--- src/design/assert_macros.svh ---
// assertion macros shared by the rtl
`ifndef ASSERT_MACROS_SVH
`define ASSERT_MACROS_SVH

// property that must hold on every clock edge out of reset
`define ASSERT_ALWAYS(label, clk, rst_n, prop, msg) \
    label: assert property (@(posedge clk) disable iff (!rst_n) (prop)) else $error(msg);

// implication checked on the next clock edge
`define ASSERT_NEXT(label, clk, rst_n, ante, cons, msg) \
    label: assert property (@(posedge clk) disable iff (!rst_n) (ante) |=> (cons)) \
        else $error(msg);

`endif

--- src/design/npcs_pkg.sv ---
// package: palette rom, shade scaling functions and shared types
`default_nettype none
package npcs_pkg;

    localparam int ROM_ROWS = 34;
    localparam int PALETTE_SIZE_DEF = 34;
    localparam int IDX_W = 6;
    localparam int Q_W = 16;
    localparam int DIST_W = 35;

    localparam logic [1:0] LVL_MID = 2'd0;
    localparam logic [1:0] LVL_HIGH = 2'd1;
    localparam logic [1:0] LVL_LOW = 2'd3;

    localparam int NUM_MID = 220;
    localparam int NUM_LOW = 180;
    localparam int NUM_HIGH = 255;

    typedef logic [DIST_W-1:0] dist_t;

    typedef struct packed {
        logic [7:0] red;
        logic [7:0] green;
        logic [7:0] blue;
        logic [7:0] code;
        logic [3:0] variant;
    } pal_row_t;

    typedef struct packed {
        dist_t           dsq;
        logic [IDX_W-1:0] idx;
        logic [1:0]       lvl;
    } cand_t;

    localparam pal_row_t PAL_ROM [ROM_ROWS] = '{
        '{8'd127, 8'd178, 8'd56,  8'h02, 4'd0},
        '{8'd247, 8'd233, 8'd163, 8'h2c, 4'd1},
        '{8'd255, 8'd0,   8'd0,   8'h98, 4'd0},
        '{8'd160, 8'd160, 8'd255, 8'hae, 4'd0},
        '{8'd167, 8'd167, 8'd167, 8'h94, 4'd0},
        '{8'd0,   8'd124, 8'd0,   8'h12, 4'd0},
        '{8'd255, 8'd255, 8'd255, 8'hab, 4'd0},
        '{8'd164, 8'd168, 8'd184, 8'h52, 4'd0},
        '{8'd183, 8'd106, 8'd47,  8'h7e, 4'd3},
        '{8'd112, 8'd112, 8'd112, 8'h2c, 4'd3},
        '{8'd64,  8'd64,  8'd255, 8'h09, 4'd0},
        '{8'd104, 8'd83,  8'd50,  8'h7e, 4'd0},
        '{8'd255, 8'd252, 8'd245, 8'h01, 4'd3},
        '{8'd216, 8'd127, 8'd51,  8'hab, 4'd1},
        '{8'd178, 8'd76,  8'd216, 8'hab, 4'd2},
        '{8'd102, 8'd153, 8'd216, 8'hab, 4'd3},
        '{8'd229, 8'd229, 8'd51,  8'hab, 4'd4},
        '{8'd127, 8'd204, 8'd25,  8'hab, 4'd5},
        '{8'd242, 8'd127, 8'd165, 8'hab, 4'd6},
        '{8'd76,  8'd76,  8'd76,  8'hab, 4'd7},
        '{8'd153, 8'd153, 8'd153, 8'hab, 4'd8},
        '{8'd76,  8'd127, 8'd153, 8'hab, 4'd9},
        '{8'd127, 8'd63,  8'd178, 8'hab, 4'd10},
        '{8'd51,  8'd76,  8'd178, 8'hab, 4'd11},
        '{8'd102, 8'd76,  8'd51,  8'hab, 4'd12},
        '{8'd102, 8'd127, 8'd51,  8'hab, 4'd13},
        '{8'd153, 8'd51,  8'd51,  8'hab, 4'd14},
        '{8'd25,  8'd25,  8'd25,  8'hab, 4'd15},
        '{8'd250, 8'd238, 8'd77,  8'h93, 4'd0},
        '{8'd92,  8'd219, 8'd213, 8'ha8, 4'd1},
        '{8'd74,  8'd128, 8'd255, 8'h16, 4'd0},
        '{8'd0,   8'd217, 8'd58,  8'h85, 4'd0},
        '{8'd21,  8'd20,  8'd31,  8'h7e, 4'd1},
        '{8'd112, 8'd2,   8'd0,   8'h57, 4'd0}
    };

    // rounded q8.8 shade of one component, evaluated on constants only
    function automatic logic [Q_W-1:0] scale_q(input int c, input int num);
        int v;
        v = (c * num * 256 + 127) / 255;
        return v[Q_W-1:0];
    endfunction

    // squared distance between a scaled color and a pixel, q16.16
    function automatic dist_t comp_sq(input logic [Q_W-1:0] s, input logic [7:0] x);
        logic [Q_W-1:0] pix;
        logic [Q_W-1:0] d;
        logic [2*Q_W-1:0] p;
        pix = {x, 8'd0};
        d = (s >= pix) ? (s - pix) : (pix - s);
        p = d * d;
        return DIST_W'(p);
    endfunction

endpackage
`default_nettype wire

--- src/design/npcs_cand.sv ---
// one candidate lane: squared distance of a pixel to one shaded palette color
`default_nettype none
module npcs_cand #(
    parameter int ROW = 0,
    parameter int NUM = npcs_pkg::NUM_MID
) (
    input  wire logic                 aclk,
    input  wire logic                 en,
    input  wire logic [7:0]           red,
    input  wire logic [7:0]           green,
    input  wire logic [7:0]           blue,
    output npcs_pkg::dist_t           dsq
);
    localparam logic [npcs_pkg::Q_W-1:0] SR =
        npcs_pkg::scale_q(int'(npcs_pkg::PAL_ROM[ROW].red), NUM);
    localparam logic [npcs_pkg::Q_W-1:0] SG =
        npcs_pkg::scale_q(int'(npcs_pkg::PAL_ROM[ROW].green), NUM);
    localparam logic [npcs_pkg::Q_W-1:0] SB =
        npcs_pkg::scale_q(int'(npcs_pkg::PAL_ROM[ROW].blue), NUM);

    npcs_pkg::dist_t sq_r_reg, sq_g_reg, sq_b_reg;

    // squares are registered, the sum is left to the next stage
    always_ff @(posedge aclk) begin
        if (en) begin
            sq_r_reg <= npcs_pkg::comp_sq(SR, red);
            sq_g_reg <= npcs_pkg::comp_sq(SG, green);
            sq_b_reg <= npcs_pkg::comp_sq(SB, blue);
        end
    end

    assign dsq = sq_r_reg + sq_g_reg + sq_b_reg;
endmodule
`default_nettype wire

--- config.mk ---
export PLATFORM = sky130hd
export DESIGN_NAME = npcs_cand
export DESIGN_NICKNAME = d
export VERILOG_FILES = /design/src/design/assert_macros.svh /design/src/design/npcs_pkg.sv /design/src/design/npcs_cand.sv
export SDC_FILE = /design/constraint.sdc
export NUM_CORES = 1
export LEC_CHECK = 0
export BUFFER_PORTS_ARGS = -buffer_cell sky130_fd_sc_hd__buf_2
export CORE_ASPECT_RATIO = 1.75
export CORE_MARGIN = 2
export CORE_UTILIZATION = 45
export CTS_BUF_LIST = sky130_fd_sc_hd__clkbuf_16
export CTS_CLUSTER_DIAMETER = 120
export DETAILED_ROUTE_END_ITERATION = 7
export HOLD_SLACK_MARGIN = 0.03
export PLACE_DENSITY = 0.65
export SYNTH_ARGS = -nofsm -noshare
export SYNTH_HDL_FRONTEND = slang
export SYNTH_SLANG_ARGS = --single-unit
--- constraint.sdc ---
create_clock -name aclk -period 21.2 [get_ports aclk]
set_input_delay 2.12 -clock aclk [delete_from_list [all_inputs] [get_ports aclk]]
set_output_delay 2.12 -clock aclk [all_outputs]
set_load 0.005 [all_outputs]
==> out/metrics.yaml, run 1 <==
drive_gt1_share_pct: 6.37
track_usage_pct: 20.5
avgSynthCellArea_um2: 9.61
holdWs_ps: 2390
dieArea_um2: 42100
crit_arrival_ps: 9820
critical_path_class: "primary input to flop"
ys_seq_elements: 63
antenna_cells: 0
relSlewSlack_pct: 21.7
worstPathRequired_ps: 21300
drv_slew: 0
grt_pass1_wl_um: 68200
postCtsHoldBufs: 0
min_path_type: "primary input to flop"
n_fill_cell: 3712
synth_edf_count: 63
final_cell_mix: "inv_1, fa_1, ha_1, nand2_1, nor2_1"
dp_slack_ps: 11130
seq_area_frac_synth_pct: 10.4
cts_tree: "yes"
vias: 12600
mostFrequentLayoutCell: "inv_1"
grt_pass1_vias: 14100
hold_viol: 0
drt_iter0_drc: 529
period_needed_ps: 9730
multi_input_area_um2: 14500
cts_root_buffer: "clkbuf_16"
dpl.hpwl_um: 36300
min-delay-start: "blue[6]"
final_nets: 2560
syn_inst: 1894
coreArea_um2: 39900
rsz0062_at_grt: "false"
drv_cap: 0
ys.flop_type: "edfxtp_1"
tightest_slew_ps: 1170
io_buffer_count: 49
num_rows: 97
wl_um: 40500
cts_sinks: 63
synth_area_um2: 18200
clk_pin_slew_worst_paths_ps: 60
post_cts_buffers: 0
holdPathEnd: "sq_b_reg[13]"
htree_levels: 3
dr.pass1.iters: 4
start_kind: "primary input"
tns_ps: 0
setup_ws_ps: 11470
drtAntennaViolNets: 0
viasPerCell: 5.19
ff_latch_area_um2: 1890
wire_per_inst_um: 16.7
setup_viol_count_final: 0
cts_buffers: 9
synth-warning-count: 0
gp_congestion: 0.903
area_delta_synth_final_pct: 5.91
fin_crit_sh_pct: 45.9
synth_cell_types: 75
cp_max_fo: 16
status: "finished, final reports clean"
cts.path.max_buffers: 2
dieHeight_um: 270
fmax_mhz: 103
start_util_pct: 45.6
pin_count: 61
grt_max_degree: 64
min_delay_path_depth: 3
antenna_found_initial: 0
grt_overflow_total: 0
die_w_um: 156
async_reset_ff_share_pct: 0
drc_errors: 0
endpoint_kind: "flop"
ctsResizeCount: 0
==> through the flow <==
| step | instances | utilization, % | cell area [µm²] |
|---|---|---|---|
| after global placement | 2411 | 47.4 | 18900 |
| after CTS | 2427 | 48.3 | 19300 |
| after floorplan | 1911 | - | 18300 |
| final | 2427 | 48.3 | 19300 |
| after detailed placement | 2411 | 47.4 | 18900 |
| after global routing | 2427 | 48.3 | 19300 |
==> metal layers <==
| layer | wire length, µm | global-route usage [%] | vias to the layer above |
|---|---|---|---|
| li1 | - | - | 6027 |
| met4 | 1890 | 9.25 | 0 |
| met1 | 14200 | 20.5 | 6290 |
| met2 | 23700 | 41.6 | 199 |
| met5 | 0 | 0 | - |
| met3 | 694 | 1.64 | 88 |
==> worst max path at each step <==
stage	start	endpoint	slack, ps	cells after the start
2_1_floorplan	green[5]	sq_g_reg[31]	12130	26
3_3_place_gp	blue[0]	sq_b_reg[31]	11400	27
3_5_place_dp	blue[0]	sq_b_reg[31]	11130	26
4_1_cts	blue[0]	sq_b_reg[31]	11510	26
5_1_grt	blue[0]	sq_b_reg[31]	10920	26
6_report	blue[0]	sq_b_reg[31]	11470	26
==> kinds of logic after synthesis <==
logic type / share of synthesized area, %
other: 0.0413
AOI/OAI and AO/OA: 9.39
xor gates and xnor gates: 6.26
adders and majority gates: 54.5
muxes: 0.309
DFF: 10.4
buffers and inverters: 10.4
and+or+nand+nor: 8.71
==> synthesized netlist by cell type (4+ instances only) <==
cell,number,area (µm²)
inv_1,434,1630
fa_1,309,6190
ha_1,298,3730
nand2_1,132,495
nor2_1,108,405
xnor2_1,87,762
a21oi_1,64,320
edfxtp_1,63,1890
o21ai_0,50,250
xor2_1,32,280
clkbuf_1,28,105
a21o_1,27,203
and2_1,19,119
o21a_1,16,120
o21bai_1,13,97.6
inv_2,12,45.0
nand2b_1,12,75.1
nand3_1,12,60.1
a211oi_1,11,82.6
buf_4,10,75.1
a31oi_1,9,56.3
and3_1,9,56.3
nor3_1,9,45.0
nor2b_1,8,50.1
o21ai_1,7,35.0
nand4_1,6,37.5
a211o_1,5,43.8
a31o_2,5,43.8
buf_2,5,25.0
mux2_2,5,56.3
nor4_1,5,31.3
or2_2,5,31.3
a21oi_2,4,35.0
o211ai_1,4,30.0
o31ai_1,4,30.0
or3_1,4,25.0
==> layout make-up <==
class | count | area share, %
inverters | 448 | 8.72
repair buffers | 50 | 1.31
multi-input cells | 1355 | 75.1
flip-flops and latches | 63 | 9.82
clock buffers | 9 | 1.17
well taps | 495 | 3.21
clock inverters | 7 | 0.662
==> worst max-delay path, stage by stage <==
cell	delay, ps
buf_2	140
inv_1	120
ha_1	190
nor3b_1	290
nor2_1	130
nor3_2	650
inv_2	320
xnor2_1	580
inv_1	210
nor2_1	260
inv_1	100
fa_1	520
fa_1	570
fa_1	430
fa_1	470
fa_1	540
inv_1	40
ha_1	290
ha_1	330
o21a_1	130
o21ai_0	420
o21ai_0	230
a31oi_1	320
o21ai_0	140
a21oi_1	190
xnor2_1	90
Power of run 1 is left out: the tool's default activity adds up to more than one toggle a clock period on the data nets, which glitch-free logic cannot reach.
==> run 2, diff against run 1 <==
--- a/config.mk
+++ b/config.mk
@@ -5,6 +5,7 @@
 export SDC_FILE = /design/constraint.sdc
 export NUM_CORES = 1
 export LEC_CHECK = 0
+export ABC_AREA = 1
 export BUFFER_PORTS_ARGS = -buffer_cell sky130_fd_sc_hd__buf_2
 export CORE_ASPECT_RATIO = 1.75
 export CORE_MARGIN = 2
==> constraint.sdc (replaced) <==
create_clock -name aclk -period 9.4 [get_ports aclk]
set_input_delay 0.94 -clock aclk [delete_from_list [all_inputs] [get_ports aclk]]
set_output_delay 0.94 -clock aclk [all_outputs]
set_load 0.005 [all_outputs]
==> out/metrics.yaml, run 2 <==
vias: 14300
cp_max_fo: 17
hold_viol: 0
ys_seq_elements: 63
wl_um: 47800
avgSynthCellArea_um2: 8.44
synth_cell_types: 44
pin_count: 61
num_rows: 99
io_buffer_count: 49
synth_common_cells: "inv_1, nand2_1, fa_1"
ys.flop_type: "edfxtp_1"
period_needed_ps: 7220
synth_top_area_share_pct: 32.7
dr.pass1.iters: 5
viasPerCell: 5.02
dpl_cell_area_um2: 19800
htree_levels: 3
stdcell_area_um2: 20100
cts.path.max_buffers: 2
drv_cap: 0
grt_pass1_wl_um: 79000
placedCellCount: 2835
cts_sinks: 63
grt_pass1_vias: 16300
synth_area_um2: 18900
relSlewSlack_pct: 44.9
drive_gt1_share_pct: 6.05
coreArea_um2: 41600
synth_edf_count: 63
ctsResizeCount: 0
synth_area_leaders: "fa_1, ha_1, inv_1, edfxtp_1, nand2_1"
drc_errors: 0
async_reset_ff_share_pct: 0
synth-warning-count: 0
antenna_cells: 0
tns_ps: 0
area_delta_synth_final_pct: 6.08
final_cell_mix: "inv_1, nand2_1, fa_1, ha_1, nor2_1"
dpl.hpwl_um: 43100
start_kind: "primary input"
crit_arrival_ps: 7290
final_nets: 2924
fin_crit_sh_pct: 76.8
grt_overflow_total: 0
critical_path_class: "primary input to flop"
min_path_type: "primary input to flop"
cts_buffers: 9
clk_pin_slew_worst_paths_ps: 60
cts_root_buffer: "clkbuf_16"
start_util_pct: 45.5
synth_area_leader_cell: "fa_1"
yosysMostFrequentCell: "inv_1"
min-delay-start: "blue[7]"
status: "finished, final reports clean"
rsz0062_at_grt: "false"
postCtsHoldBufs: 0
setup_viol_count_final: 0
grt_max_degree: 64
antenna_found_initial: 0
cts_tree: "yes"
worstPathRequired_ps: 9470
dieArea_um2: 43800
min_delay_path_depth: 6
drv_slew: 0
critPathLaunch: "red[1]"
wire_per_inst_um: 16.8
track_usage_pct: 22.8
tightest_slew_ps: 827
fin_cells: 2851
gp_congestion: 0.983
syn_inst: 2243
post_cts_buffers: 0
drt_iter0_drc: 640
seq_area_frac_synth_pct: 9.99
dieHeight_um: 275
endpoint_kind: "flop"
mostFrequentLayoutCell: "inv_1"
fmax_mhz: 139
die_w_um: 159
drtAntennaViolNets: 0
## run 2: final timing paths
kind,slack [ps],end
max,2180,sq_r_reg[30]
min,1240,sq_b_reg[31]
## run 2: stage by stage
| stage | util (%) | setup slack, ps | hold slack, ps |
|---|---|---|---|
| final | 48.3 | 2180 | 1240 |
| after global routing | 48.3 | 1720 | 1310 |
| after CTS | 48.3 | 2150 | 1220 |
| after detailed placement | 47.6 | 1810 | 1560 |
| after global placement | 47.6 | 1810 | 1550 |
| after floorplan | - | 2790 | 1050 |
## run 2: area by class of cell
class	count	area, µm²
fill	4066	21500
multi-input combinational	1594	14800
inverter	573	2150
sequential	63	1890
tap	555	694
timing repair buffer	50	253
clock buffer	9	225
clock inverter	7	73.8
## run 2: routing by layer
metal / wire length, µm / GRT usage, % / up-vias / part of all wire (%)
met5: 0 / 0 / - / 0
met1: 15700 / 20.9 / 6948 / 33
met3: 865 / 1.26 / 149 / 1.8
li1: - / - / 6914 / -
met4: 3030 / 13.1 / 0 / 6.3
met2: 28300 / 48.5 / 293 / 59
## run 2: logic make-up after synthesis
logic type	synth area share, %
and+or+nand+nor	15.8
xor gates and xnor gates	4.45
AOI/OAI and AO/OA	5.15
other	0.0397
adders and majority gates	52.3
buffers and inverters	12.2
DFF	9.99
## run 2: worst max-delay path: stages
cell	delay, ps
buf_2	160
nand3_2	110
nand2_2	120
nand2_2	80
nand2_2	300
ha_1	400
inv_1	320
nand2_1	120
fa_1	560
inv_1	70
fa_1	480
fa_1	540
fa_1	520
fa_1	540
inv_1	50
fa_1	520
inv_1	40
ha_1	350
a21oi_1	310
o21ai_0	210
o21ai_0	260
nand3_1	100
nand2_1	70
nand2_1	80
Power of run 2 is left out for the same reason.
